File: src/ste_pkg.sv
`default_nettype none
package ste_pkg;

  localparam int unsigned DefSites      = 8;
  localparam int unsigned DefTableDepth = 256;
  localparam int unsigned CfgBits       = 8;
  localparam int unsigned SiteW         = 3;
  localparam int unsigned NumTerms      = 6;
  localparam int unsigned CfgIdxW       = 3;
  localparam int unsigned CfgDataW      = 64;

  typedef enum logic [1:0] {
    REQ_CLEAR  = 2'd0,
    REQ_LOAD   = 2'd1,
    REQ_EXPAND = 2'd2
  } req_e;

  typedef enum logic [1:0] {
    ST_OK     = 2'd0,
    ST_FULL   = 2'd1,
    ST_BADROW = 2'd2
  } status_e;

  typedef enum logic [2:0] {
    TT_X  = 3'd0,
    TT_Y  = 3'd1,
    TT_Z  = 3'd2,
    TT_XX = 3'd3,
    TT_YY = 3'd4,
    TT_ZZ = 3'd5
  } term_e;

  typedef enum logic [CfgIdxW-1:0] {
    REG_COEF_X   = 3'd0,
    REG_COEF_Y   = 3'd1,
    REG_COEF_Z   = 3'd2,
    REG_COEF_XX  = 3'd3,
    REG_COEF_YY  = 3'd4,
    REG_COEF_ZZ  = 3'd5,
    REG_OUTSIDE  = 3'd6,
    REG_SITES    = 3'd7
  } reg_e;

  typedef enum logic [2:0] {
    S_IDLE,
    S_ROW,
    S_TERM,
    S_SRCH,
    S_CMP,
    S_EMIT,
    S_FIN
  } state_e;

  typedef struct packed {
    logic               skip;
    logic [CfgBits-1:0] col_cfg;
    logic [31:0]        re;
    logic [31:0]        im;
  } term_t;

  typedef struct packed {
    logic [7:0]         row;
    logic [7:0]         col;
    logic [31:0]        re;
    logic [31:0]        im;
    logic               is_new;
    logic [CfgBits-1:0] new_config;
    status_e            status;
    logic               last;
  } res_t;

  function automatic logic [31:0] neg_sat(input logic [31:0] v);
    if (v == 32'h8000_0000) begin
      return 32'h7FFF_FFFF;
    end
    return 32'd0 - v;
  endfunction

endpackage
`default_nettype wire

File: src/ste_req_if.sv
`default_nettype none
interface ste_req_if import ste_pkg::*; ();
  logic               valid;
  logic               ready;
  logic [1:0]         req_type;
  logic [CfgBits-1:0] config_bits;
  logic [7:0]         row_index;

  modport source (output valid, req_type, config_bits, row_index, input ready);
  modport sink (input valid, req_type, config_bits, row_index, output ready);
endinterface
`default_nettype wire

File: src/ste_rsp_if.sv
`default_nettype none
interface ste_rsp_if import ste_pkg::*; ();
  logic               valid;
  logic               ready;
  logic [7:0]         row_out;
  logic [7:0]         col_out;
  logic signed [31:0] coef_re;
  logic signed [31:0] coef_im;
  logic               is_new;
  logic [CfgBits-1:0] new_config;
  logic [1:0]         status;
  logic               last;

  modport source (output valid, row_out, col_out, coef_re, coef_im, is_new, new_config,
                  status, last, input ready);
  modport sink (input valid, row_out, col_out, coef_re, coef_im, is_new, new_config,
                status, last, output ready);
endinterface
`default_nettype wire

File: src/spin_chain_term_expander.sv
// clear and load requests leave the block idle; it is ready again the next cycle
// expand: the row is fetched (S_ROW), then each term is skipped or looked up: the table
// is searched from the newest entry down (S_SRCH, S_CMP, one shared compare); a miss adds an
// entry if outside is set, else drops the term; a bad row goes to S_FIN; stalls add their wait
// one result is held back until the next is known, so the final one can carry last
// rst_ni (async, active low) empties the table and restores register defaults, not its contents
`default_nettype none
module spin_chain_term_expander import ste_pkg::*; #(
  parameter int unsigned SITES       = DefSites,
  parameter int unsigned TABLE_DEPTH = DefTableDepth
) (
  input  wire logic                clk_i,
  input  wire logic                rst_ni,
  input  wire logic                cfg_we_i,
  input  wire logic [CfgIdxW-1:0]  cfg_idx_i,
  input  wire logic [CfgDataW-1:0] cfg_data_i,
  ste_req_if.sink                  req_i,
  ste_rsp_if.source                rsp_o
);

  localparam int unsigned AW   = (TABLE_DEPTH > 1) ? $clog2(TABLE_DEPTH) : 1;
  localparam int unsigned CW   = $clog2(TABLE_DEPTH + 1);
  localparam int unsigned XW   = (CW > 8) ? CW : 8;
  localparam int unsigned MaxN = (SITES < CfgBits) ? SITES : CfgBits;

  logic [63:0]        coef_q [NumTerms];
  logic               outside_q;
  logic [3:0]         sites_q;

  logic [CfgBits-1:0] mem [TABLE_DEPTH];
  logic               we;
  logic [AW-1:0]      waddr, raddr;
  logic [CfgBits-1:0] wdata, rdata_q;

  state_e             state_q, state_d;
  logic [CW-1:0]      count_q, count_d, e_q, e_d;
  logic [2:0]         t_q, t_d;
  logic [SiteW-1:0]   s_q, s_d;
  logic [CfgBits-1:0] cfg_q, cfg_d;
  logic [7:0]         row_q, row_d;
  term_t              term, term_q, term_d;
  res_t               nres_q, nres_d, pend_q, pend_d, out_q, out_d;
  logic               pend_v_q, pend_v_d, out_v_q, out_v_d;

  logic [3:0]         n;
  logic [CfgBits-1:0] mask;
  logic               out_free, adv, accept, hit;
  logic [63:0]        coef_sel;

  always_comb begin
    n = (sites_q == 4'd0) ? 4'd1 : sites_q;
    if (n > 4'(MaxN)) begin
      n = 4'(MaxN);
    end
    mask = CfgBits'((9'd1 << n) - 9'd1);
  end

  assign coef_sel = (t_q < 3'(NumTerms)) ? coef_q[t_q] : 64'd0;

  ste_term_calc u_term (
    .term_i (t_q),
    .site_i (s_q),
    .cfg_i  (cfg_q),
    .coef_i (coef_sel),
    .term_o (term)
  );

  always_ff @(posedge clk_i or negedge rst_ni) begin
    if (!rst_ni) begin
      for (int i = 0; i < NumTerms; i++) begin
        coef_q[i] <= '0;
      end
      outside_q <= 1'b0;
      sites_q   <= 4'd8;
    end else if (cfg_we_i) begin
      unique case (reg_e'(cfg_idx_i))
        REG_COEF_X, REG_COEF_Y, REG_COEF_Z, REG_COEF_XX, REG_COEF_YY, REG_COEF_ZZ: begin
          coef_q[cfg_idx_i] <= cfg_data_i;
        end
        REG_OUTSIDE: outside_q <= cfg_data_i[0];
        REG_SITES:   sites_q   <= cfg_data_i[3:0];
        default: ;
      endcase
    end
  end

  always_ff @(posedge clk_i) begin
    if (we) begin
      mem[waddr] <= wdata;
    end
    rdata_q <= mem[raddr];
  end

  assign accept   = req_i.valid && req_i.ready;
  assign out_free = !out_v_q || rsp_o.ready;
  assign hit      = ((rdata_q ^ term_q.col_cfg) & mask) == '0;

  always_comb begin
    state_d  = state_q;
    count_d  = count_q;
    e_d      = e_q;
    t_d      = t_q;
    s_d      = s_q;
    cfg_d    = cfg_q;
    row_d    = row_q;
    term_d   = term_q;
    nres_d   = nres_q;
    pend_d   = pend_q;
    pend_v_d = pend_v_q;
    out_d    = out_q;
    out_v_d  = out_v_q && !rsp_o.ready;
    we       = 1'b0;
    waddr    = count_q[AW-1:0];
    wdata    = req_i.config_bits;
    raddr    = AW'(req_i.row_index);
    adv      = 1'b0;

    unique case (state_q)
      S_IDLE: begin
        if (accept) begin
          unique case (req_i.req_type)
            REQ_CLEAR: count_d = '0;
            REQ_LOAD: begin
              if (count_q < CW'(TABLE_DEPTH)) begin
                we      = 1'b1;
                count_d = count_q + CW'(1);
              end
            end
            REQ_EXPAND: begin
              row_d = req_i.row_index;
              if (XW'(req_i.row_index) >= XW'(count_q)) begin
                pend_d            = '0;
                pend_d.row        = req_i.row_index;
                pend_d.status     = ST_BADROW;
                pend_v_d          = 1'b1;
                state_d           = S_FIN;
              end else begin
                state_d = S_ROW;
              end
            end
            default: ;
          endcase
        end
      end
      S_ROW: begin
        cfg_d   = rdata_q;
        t_d     = '0;
        s_d     = '0;
        state_d = S_TERM;
      end
      S_TERM: begin
        if (t_q >= 3'(NumTerms)) begin
          state_d = S_FIN;
        end else if (term.skip) begin
          adv = 1'b1;
        end else begin
          term_d  = term;
          e_d     = count_q;
          state_d = S_SRCH;
        end
      end
      S_SRCH: begin
        raddr = AW'(e_q - CW'(1));
        nres_d            = '0;
        nres_d.row        = row_q;
        nres_d.re         = term_q.re;
        nres_d.im         = term_q.im;
        nres_d.new_config = term_q.col_cfg;
        if (e_q == '0) begin
          if (!outside_q) begin
            adv     = 1'b1;
            state_d = S_TERM;
          end else if (count_q < CW'(TABLE_DEPTH)) begin
            we            = 1'b1;
            wdata         = term_q.col_cfg;
            nres_d.col    = 8'(count_q);
            nres_d.is_new = 1'b1;
            count_d       = count_q + CW'(1);
            state_d       = S_EMIT;
          end else begin
            nres_d.status = ST_FULL;
            state_d       = S_EMIT;
          end
        end else begin
          e_d     = e_q - CW'(1);
          state_d = S_CMP;
        end
      end
      S_CMP: begin
        if (hit) begin
          nres_d.col = 8'(e_q);
          state_d    = S_EMIT;
        end else begin
          state_d = S_SRCH;
        end
      end
      S_EMIT: begin
        if (!pend_v_q) begin
          pend_d   = nres_q;
          pend_v_d = 1'b1;
          adv      = 1'b1;
          state_d  = S_TERM;
        end else if (out_free) begin
          out_d      = pend_q;
          out_d.last = 1'b0;
          out_v_d    = 1'b1;
          pend_d     = nres_q;
          adv        = 1'b1;
          state_d    = S_TERM;
        end
      end
      S_FIN: begin
        if (!pend_v_q) begin
          state_d = S_IDLE;
        end else if (out_free) begin
          out_d      = pend_q;
          out_d.last = 1'b1;
          out_v_d    = 1'b1;
          pend_v_d   = 1'b0;
          state_d    = S_IDLE;
        end
      end
      default: state_d = S_IDLE;
    endcase

    if (adv) begin
      if (4'(s_q) + 4'd1 >= n) begin
        s_d = '0;
        t_d = t_q + 3'd1;
      end else begin
        s_d = s_q + SiteW'(1);
      end
    end
  end

  always_ff @(posedge clk_i or negedge rst_ni) begin
    if (!rst_ni) begin
      state_q  <= S_IDLE;
      count_q  <= '0;
      pend_v_q <= 1'b0;
      out_v_q  <= 1'b0;
    end else begin
      state_q  <= state_d;
      count_q  <= count_d;
      pend_v_q <= pend_v_d;
      out_v_q  <= out_v_d;
    end
  end

  always_ff @(posedge clk_i) begin
    e_q    <= e_d;
    t_q    <= t_d;
    s_q    <= s_d;
    cfg_q  <= cfg_d;
    row_q  <= row_d;
    term_q <= term_d;
    nres_q <= nres_d;
    pend_q <= pend_d;
    out_q  <= out_d;
  end

  assign req_i.ready      = (state_q == S_IDLE);
  assign rsp_o.valid      = out_v_q;
  assign rsp_o.row_out    = out_q.row;
  assign rsp_o.col_out    = out_q.col;
  assign rsp_o.coef_re    = out_q.re;
  assign rsp_o.coef_im    = out_q.im;
  assign rsp_o.is_new     = out_q.is_new;
  assign rsp_o.new_config = out_q.new_config;
  assign rsp_o.status     = out_q.status;
  assign rsp_o.last       = out_q.last;

  a_idle_no_pend: assert property (@(posedge clk_i) disable iff (!rst_ni)
    state_q == S_IDLE |-> !pend_v_q) else $error("held result left behind");

  a_count_range: assert property (@(posedge clk_i) disable iff (!rst_ni)
    count_q <= CW'(TABLE_DEPTH)) else $error("entry count overflow");

  a_cmp_after_srch: assert property (@(posedge clk_i) disable iff (!rst_ni)
    state_q == S_CMP |-> $past(state_q) == S_SRCH) else $error("compare without read");

  a_badrow_last: assert property (@(posedge clk_i) disable iff (!rst_ni)
    out_v_q && out_q.status == ST_BADROW |-> out_q.last) else $error("bad row not last");

endmodule
`default_nettype wire

File: src/ste_term_calc.sv
`default_nettype none
module ste_term_calc import ste_pkg::*; (
  input  wire logic [2:0]         term_i,
  input  wire logic [SiteW-1:0]   site_i,
  input  wire logic [CfgBits-1:0] cfg_i,
  input  wire logic [63:0]        coef_i,
  output term_t                   term_o
);

  logic [31:0]        re, im;
  logic               b, bp;
  logic [CfgBits-1:0] m1, m2;

  always_comb begin
    re = coef_i[63:32];
    im = coef_i[31:0];
    b  = cfg_i[site_i];
    m1 = CfgBits'(1) << site_i;
    m2 = (site_i == '0) ? '0 : (CfgBits'(1) << (site_i - SiteW'(1)));
    bp = (site_i == '0) ? 1'b0 : cfg_i[site_i - SiteW'(1)];
    term_o.skip    = (coef_i == 64'd0);
    term_o.col_cfg = cfg_i;
    term_o.re      = re;
    term_o.im      = im;
    unique case (term_i)
      TT_X: begin
        term_o.col_cfg = cfg_i ^ m1;
      end
      TT_Y: begin
        term_o.col_cfg = cfg_i ^ m1;
        if (!b) begin
          term_o.re = neg_sat(im);
          term_o.im = re;
        end else begin
          term_o.re = im;
          term_o.im = neg_sat(re);
        end
      end
      TT_Z: begin
        if (b) begin
          term_o.re = neg_sat(re);
          term_o.im = neg_sat(im);
        end
      end
      TT_XX: begin
        term_o.skip    = term_o.skip || (site_i == '0);
        term_o.col_cfg = cfg_i ^ m1 ^ m2;
      end
      TT_YY: begin
        term_o.skip    = term_o.skip || (site_i == '0);
        term_o.col_cfg = cfg_i ^ m1 ^ m2;
        if (b == bp) begin
          term_o.re = neg_sat(re);
          term_o.im = neg_sat(im);
        end
      end
      TT_ZZ: begin
        term_o.skip = term_o.skip || (site_i == '0);
        if (b != bp) begin
          term_o.re = neg_sat(re);
          term_o.im = neg_sat(im);
        end
      end
      default: begin
        term_o.skip = 1'b1;
      end
    endcase
  end

endmodule
`default_nettype wire
File: src/flat_wrapper.sv
// flat-port wrapper written by rule: the top's interface ports become plain ports
module spin_chain_term_expander_flat import ste_pkg::*;
#(
  parameter int unsigned SITES       = DefSites,
  parameter int unsigned TABLE_DEPTH = DefTableDepth
)
  (clk_i, rst_ni, cfg_we_i, cfg_idx_i, cfg_data_i, req_i_valid, req_i_req_type, req_i_config_bits, req_i_row_index, req_i_ready, rsp_o_valid, rsp_o_row_out, rsp_o_col_out, rsp_o_coef_re, rsp_o_coef_im, rsp_o_is_new, rsp_o_new_config, rsp_o_status, rsp_o_last, rsp_o_ready);
  ste_req_if req_i_i ();
  ste_rsp_if rsp_o_i ();
  input  wire logic clk_i;
  input  wire logic rst_ni;
  input  wire logic cfg_we_i;
  input  wire logic [CfgIdxW-1:0] cfg_idx_i;
  input  wire logic [CfgDataW-1:0] cfg_data_i;
  input wire logic [$bits(req_i_i.valid)-1:0] req_i_valid;
  input wire logic [$bits(req_i_i.req_type)-1:0] req_i_req_type;
  input wire logic [$bits(req_i_i.config_bits)-1:0] req_i_config_bits;
  input wire logic [$bits(req_i_i.row_index)-1:0] req_i_row_index;
  output wire logic [$bits(req_i_i.ready)-1:0] req_i_ready;
  output wire logic [$bits(rsp_o_i.valid)-1:0] rsp_o_valid;
  output wire logic [$bits(rsp_o_i.row_out)-1:0] rsp_o_row_out;
  output wire logic [$bits(rsp_o_i.col_out)-1:0] rsp_o_col_out;
  output wire logic [$bits(rsp_o_i.coef_re)-1:0] rsp_o_coef_re;
  output wire logic [$bits(rsp_o_i.coef_im)-1:0] rsp_o_coef_im;
  output wire logic [$bits(rsp_o_i.is_new)-1:0] rsp_o_is_new;
  output wire logic [$bits(rsp_o_i.new_config)-1:0] rsp_o_new_config;
  output wire logic [$bits(rsp_o_i.status)-1:0] rsp_o_status;
  output wire logic [$bits(rsp_o_i.last)-1:0] rsp_o_last;
  input wire logic [$bits(rsp_o_i.ready)-1:0] rsp_o_ready;
  assign req_i_i.valid = req_i_valid;
  assign req_i_i.req_type = req_i_req_type;
  assign req_i_i.config_bits = req_i_config_bits;
  assign req_i_i.row_index = req_i_row_index;
  assign req_i_ready = req_i_i.ready;
  assign rsp_o_valid = rsp_o_i.valid;
  assign rsp_o_row_out = rsp_o_i.row_out;
  assign rsp_o_col_out = rsp_o_i.col_out;
  assign rsp_o_coef_re = rsp_o_i.coef_re;
  assign rsp_o_coef_im = rsp_o_i.coef_im;
  assign rsp_o_is_new = rsp_o_i.is_new;
  assign rsp_o_new_config = rsp_o_i.new_config;
  assign rsp_o_status = rsp_o_i.status;
  assign rsp_o_last = rsp_o_i.last;
  assign rsp_o_i.ready = rsp_o_ready;
  spin_chain_term_expander #(.SITES(SITES), .TABLE_DEPTH(TABLE_DEPTH)) u_core (.clk_i(clk_i), .rst_ni(rst_ni), .cfg_we_i(cfg_we_i), .cfg_idx_i(cfg_idx_i), .cfg_data_i(cfg_data_i), .req_i(req_i_i), .rsp_o(rsp_o_i));
endmodule
File: config.mk
export PLATFORM = sky130hd
export DESIGN_NAME = spin_chain_term_expander_flat
export DESIGN_NICKNAME = d
export VERILOG_FILES = /design/src/ste_pkg.sv /design/src/ste_req_if.sv /design/src/ste_rsp_if.sv /design/src/spin_chain_term_expander.sv /design/src/ste_term_calc.sv /design/src/flat_wrapper.sv
export SDC_FILE = /design/constraint.sdc
export NUM_CORES = 2
export LEC_CHECK = 0
export ABC_AREA = 0
export BUFFER_PORTS_ARGS = -buffer_cell sky130_fd_sc_hd__buf_4
export CAP_MARGIN = 5
export CORE_MARGIN = 2
export CORE_UTILIZATION = 30
export DETAILED_ROUTE_END_ITERATION = 10
export SLEW_MARGIN = 15
export SYNTH_ARGS = -nofsm -noshare
export SYNTH_HDL_FRONTEND = slang
export SYNTH_SLANG_ARGS = --single-unit
File: constraint.sdc
create_clock -name clk_i -period 20 [get_ports clk_i]
set_input_delay 2 -clock clk_i [delete_from_list [all_inputs] [get_ports clk_i]]
set_output_delay 2 -clock clk_i [all_outputs]
set_load 0.02 [all_outputs]
# Yosys cells after proc, flatten, opt, wreduce, memory -nomap -nowiden
# Memory sizes are Yosys's and may differ from the RTL's. A register that Yosys moved wholly into a read port is not among the register bits.
# Index checks and enable logic that the tools add are counted.
# word_totals
mem_bits_rw,2048
memories,1
register_bits,780
# op_classes
n_mux,124
n_lt_le_gt_ge,11
n_reduce_logical,42
n_shift,3
n_bitwise,8
n_addsub,9
n_eq_ne,41
# memory_table
name,depth,word_bits,rd,rd_ports_with_merged_regs,wr,line_no,text
u_core.mem,256,8,1,1,1,spin_chain_term_expander.sv:30,logic [CfgBits-1:0] mem [TABLE_DEPTH];
# op_table
cell,count
$mux W92,9
$mux W64,8
$bwmux W384,1
$pmux W92 S2,2
$mux W32,10
$pmux W64 S4,1
$bmux W64 S3,1
$demux W64 S3,1
$mux W8,10
$eq A32 B32 Y1 const B,2
$logic_not A64 Y1,1
$sub A1 B32 Y32 const A,2
$mux W9,7
$mux W3,18
$pmux W9 S2,3
$mux W1,42
$pmux W8 S2,2
$eq A3 B3 Y1 const B,9
$xor A8 B8 Y8,3
$pmux W3 S7,1
$reduce_and A5 Y1,4
$eq A3 B2 Y1 const B,6
$shl A1 B3 Y8 const A,2
$ne A2 B1 Y1 const B,7
46 further kinds,86

# Logic depth before layout (Yosys ltp)
# logic_depth
depth_word,12
mapped_depth,20
ltp_nobuf,12

# By module
# A second synthesis with hierarchy kept.
# hier_totals
hier_cells,8420
area_unflattened_um2,117138.6
# by_module_without_submodules
module,seq_area_each_um2,area_per_inst_um2,cells_per_inst,n_inst
spin_chain_term_expander,83005.9,111942.4,7499,1
ste_term_calc,0.0,5196.2,921,1

# Worst setup path after synthesis
# No wires, ideal clock.
# synth_path
path_kind,register -> register
start,register u_core.t_q[1]
end,register u_core.term_q[0] in the netlist's numbering (enable)
arrival_ns,9.570
synth_period_minus_slack_ns,10.249
setup_ns,0.679
path_stages_with_launch,18
slack_ns,9.751
n_path_buf,6
path_cell_list,dfxtp_1 buf_6 buf_6 buf_6 buf_6 buf_4 buf_2 mux2i_1 o22ai_1 a21oi_1 ha_1 o21ai_0 or4b_2 nor3_4 and3_4 nand4_1 o31ai_4 nor4_1
# synth_via
elab_chain_cells,10
word_cells_on_any_way,21
classes_between,2 x order compare; 5 x eq/ne; 5 x mux; 3 x bitwise; 6 x reduce/logical
# synth_rtl
item,line_no,text
from (decl),spin_chain_term_expander.sv:37,"logic [2:0] t_q, t_d;"
from (signal assigned),spin_chain_term_expander.sv:252,t_q <= t_d;
$not A3 Y4 (not written as such),spin_chain_term_expander.sv:58,assign coef_sel = (t_q < 3'(NumTerms)) ? coef_q[t_q] : 64'd0;
$bmux W64 S3,spin_chain_term_expander.sv:58,
$mux W64 (not written as such) (2 in series),spin_chain_term_expander.sv:58,
$mux W64,spin_chain_term_expander.sv:58,
$logic_not A64 Y1,ste_term_calc.sv:21,term_o.skip = (coef_i == 64'd0);
$logic_or A1 B1 Y1,"ste_term_calc.sv:46, ste_term_calc.sv:50, ste_term_calc.sv:58",
$pmux W1 S2,ste_term_calc.sv:25,unique case (term_i)
$not A1 Y1 (no line),n/a,
$reduce_and A3 Y1 (no line) (*),n/a,
to (signal assigned),spin_chain_term_expander.sv:256,term_q <= term_d;
to (decl),spin_chain_term_expander.sv:41,"term_t term, term_q, term_d;"
# Mark *: on every way between the ends. The rest lies on a longest branch, timed or not. The select of a mux whose other input is x is not followed.
# A chain may end at the register's enable or synchronous reset.

# Worst setup path in the final report
# layout_path
start,register u_core.state_q[0]
end,"register u_core.rdata_q[1], read port of u_core.mem"
# layout_via
elab_chain_cells,2
# layout_rtl
item,line_no,text
from (decl),spin_chain_term_expander.sv:35,"state_e state_q, state_d;"
from (signal assigned),spin_chain_term_expander.sv:243,state_q <= state_d;
$eq A3 B2 Y1,spin_chain_term_expander.sv:118,unique case (state_q)
$mux W8,spin_chain_term_expander.sv:118,
to (decl),spin_chain_term_expander.sv:33,"logic [CfgBits-1:0] wdata, rdata_q;"
# Every way passes these cells.

==> results.txt <==
run status = finished clean
critical path peak fanout = 44
GR met2 Demand/Resource = 0.2770
category of the worst setup path capture point = flop
setup repair after global routing missed its margin = no
vias per std cell = 5.347
worst reg2reg setup slack = 12.92 ns
cell seen most often among critical-path stages = buf_4
peak clock frequency supported by timing = 141.2 MHz
smallest hold slack = 0.3811 ns
capture instance of the worst register-to-register path = u_core.rdata_q[1]
arrival time of data at the critical path endpoint = 7.76 ns
Setup CP Type = reg2reg
most used flip-flop cell after synthesis = edfxtp_1
# Max-Cap Violations = 0
# fillers = 36820
global-route wire length before repair = 497300 um
Gates resized, CTS repair = 0
Worst Hold Endpoint = u_core.nres_q[42]
routed vias = 67860
fraction of final layout cells with drive strength greater than 1 = 0.2421
clock latency on the worst-skew pair = 0.88 ns
peak per-stage delay on the critical path = 0.77 ns
final hold violations = 0
clock-pin slew of the registers on the worst-case setup and hold paths = 0.07 ns
PnR Total Power = 18220 uW
area of the multi-input gates = 32610 um^2
die extent in x = 629.2 um
global route hottest layer = met2
launching element type of the critical path = flop
number of unique standard cell types used by synthesis = 106
met3 global-route usage = 0.03108
worst r2r path cells = 14
yosys synthesis warning count = 0
Post-Route Skew = 0.1191 ns
critical path data required time = 20.68 ns
depth of the CTS H-tree = 5
footprint of the flip-flops and latches = 83010 um^2
Fin Setup TNS = 0 ns
Hold Path Depth = 0
via count of the first global-routing pass = 67600
Sink Count = 2835
clock period minus final worst setup slack = 7.083 ns
final worst path period share = 0.3542
total clock buffers created by CTS = 287
RePlAce Congestion = 0.9244
register area share after synthesis = 0.7079
largest voltage drop on the vdd net = 0.08870 mV
count of port buffers added during placement = 183
#FFs+latches synth = 2835
Setup Slack @ Placement = 11.99 ns
antenna violations before repair = 21
overall routing resource usage = 0.1702
worst setup margin = 12.92 ns
hold bufs inserted after CTS = 0
relative slew slack = 0.1560
global route total overflow = 0
Finish-stage setup viols = 0
area of the mapped netlist = 117200 um^2
vertical extent of the die = 629.2 um
synthesized area per cell = 16.64 um^2
antenna-violating nets left = 0
drt drc = 0
routed len/inst = 27.36 um
row count = 229
dpl hpwl = 217000 um
global-route met1 utilization = 0.2247
clock tree from TritonCTS = yes
Worst Max-Slew Pin Slew = 1.263 ns
Die Outline Area = 395800 um^2
nets@finish = 7401
Longest Clk Path Bufs = 4
number of synthesized flops with an enable pin = 2421
initial cell density of the core = 0.3013
Post-CTS Repair Setup Buffers = 0
synthesized net count = 7171
number of pins with negative max-slew slack in the final report = 0
pin count of the biggest net entering global routing = 207
buffer and inverter count on the worst path = 6
gate family responsible for the most delay along the worst path = buffers and inverters
buffer cell driving the clock tree root = clkbuf_16
boundary pin count = 184
PwrDens = 135.8 nW/um^2
Pre-Repair DR Iteration Count = 7
launch point of the worst reg-to-reg path = u_core.state_q[0]
crit path max-delay cell type = buf_4
area growth from synthesis to layout = 14.45%
share of async-settable or async-resettable flops after synthesis = 0.1422
core outline area = 389100 um^2
initial DRC count = 8211
Syn Inst Count = 7047
cells along the critical path = nand3b_1, buf_4, inv_4, o21ai_4, buf_4, buf_4, buf_4, buf_4, mux4_2, o22ai_1, nor4_1, nor4_1, or4_1, a222oi_1
Pleak = 0.04382 uW
Util after Layout = 0.3449
drt total wl = 347200 um
worst min-delay path category = reg2reg
min-delay src = u_core.term_q[30]
[Yosys cell counts (all sizes together) (10+ instances only)]
| cell | n | area share |
|---|---|---|
| mux4 | 482 | 0.093 |
| a211oi | 15 | 0.00096 |
| a22oi | 43 | 0.0028 |
| or4 | 12 | 0.00077 |
| o21a | 12 | 0.00077 |
| nor4 | 38 | 0.0023 |
| a221oi | 22 | 0.0017 |
| nor2b | 12 | 0.00064 |
| and4 | 12 | 0.00090 |
| nand2b | 17 | 0.00097 |
| a21o | 18 | 0.0012 |
| nand2 | 584 | 0.019 |
| a21boi | 12 | 0.00077 |
| nor2 | 444 | 0.014 |
| and3 | 30 | 0.0016 |
| nor3 | 69 | 0.0032 |
| a21oi | 208 | 0.0089 |
| dfxtp | 11 | 0.0019 |
| a221o | 11 | 0.00094 |
| o21ai | 169 | 0.0072 |
| or2 | 10 | 0.00053 |
| clkbuf | 279 | 0.0089 |
| inv | 33 | 0.0011 |
| dfrtp | 402 | 0.086 |
| edfxtp | 2421 | 0.62 |
| xnor2 | 21 | 0.0016 |
| mux2 | 477 | 0.046 |
| a222oi | 19 | 0.0016 |
| o31ai | 17 | 0.0012 |
| a32oi | 18 | 0.0013 |
| ha | 34 | 0.0036 |
| o211ai | 26 | 0.0017 |
| o221ai | 33 | 0.0025 |
| mux2i | 187 | 0.016 |
| or3 | 20 | 0.0011 |
| nand3 | 244 | 0.011 |
| nand4 | 41 | 0.0023 |
| o22ai | 75 | 0.0040 |
| a31oi | 82 | 0.0044 |
| buf | 154 | 0.0072 |
| and2 | 101 | 0.0054 |
[placed cells by master (no fill, tap or decap), types with 16 or more instances in the layout]
cell,netlist,routed
ha_1,34,34
edfxtp_1,2421,2421
and3_1,29,28
nor2_1,441,425
and2_1,100,99
dfrtp_1,402,402
a31oi_1,81,81
nor3_1,66,61
or3_1,19,19
a221oi_1,21,21
xnor2_1,21,20
buf_4,9,366
nor2_2,3,16
nand2_1,583,578
clkinv_2,0,34
clkbuf_1,279,70
a32oi_1,18,18
mux2_2,469,460
a222oi_1,19,19
inv_1,33,33
nor4_1,34,32
a21oi_1,207,204
o221ai_1,33,33
o21ai_0,160,160
a21o_1,18,18
o211ai_1,26,26
o22ai_1,75,75
bufinv_16,0,21
a22oi_1,43,43
mux2i_1,187,185
nand3_1,241,241
clkinv_1,3,48
mux4_2,482,482
nand4_1,38,38
clkbuf_16,0,291
[state kept, by name, summed over array words and instances, names as in the netlist, 9 cells and up]
register              cells
u_core.e_q                9
u_core.pend_q            91
u_core.nres_q            90
u_core.count_q            9
u_core.rsp_o.coef_im     32
u_core.coef_q           384
u_core.rsp_o.coef_re     32
u_core.term_q            72
u_core.mem             2048
[final cells by class]
class,count,area share
Multi-Input combinational cell,3743,0.2430
Sequential cell,2835,0.6186
Timing Repair Buffer,374,0.02169
Tap cell,5197,0.04846
Inverter,36,0.001026
Clock buffer,374,0.05756
Clock inverter,126,0.009538
Antenna cell,6,0.0001119
[power by group]
part           switching (uW)  total (uW)  internal, uW
Sequential                278        7240          6960
Combinational            3780        5730          1950
Clock                    2260        5260          3000
[logic make-up (layout without fill, tap and decap cells)]
kind of cell	count (synthesis)	in the layout	synth area share
flops	2835	2835	0.7079
simple gates	1666	1666	0.06569
mux	1146	1146	0.1545
compound gates	867	867	0.04878
buf+inv	469	910	0.01724
fa+ha+maj	34	34	0.003628
xor+xnor	29	29	0.002166
other cells	1	7	0.00003198
[worst max-delay path by stage]
| stage | start | end | slack [ns] | cells past startpoint |
|---|---|---|---|---|
| 3_3_place_gp | req_i_row_index[0] | u_core.rdata_q[3] | 12.05 | 13 |
| 4_1_cts | u_core.state_q[0] | u_core.rdata_q[3] | 12.80 | 15 |
| 5_1_grt | u_core.state_q[0] | u_core.rdata_q[1] | 12.30 | 14 |
| 2_1_floorplan | u_core.t_q[1] | u_core.term_q[0] | 9.75 | 17 |
| 3_5_place_dp | req_i_row_index[0] | u_core.rdata_q[3] | 11.99 | 13 |
| 6_report | u_core.state_q[0] | u_core.rdata_q[1] | 12.92 | 14 |
[metrics by stage]
stage	area [um^2]	std cells
6_report	134200	12690
5_1_grt	134200	12690
4_1_cts	134100	12680
3_5_place_dp	125100	12180
3_3_place_gp	125100	12180
2_1_floorplan	117300	7047
[routing by layer]
layer / routed length, um / part of all wire
met1: 136800 / 0.39
met2: 164900 / 0.47
met3: 30200 / 0.087
met4: 15250 / 0.044
met5: 72 / 0.00021
(Power assumes the default switching activity.)
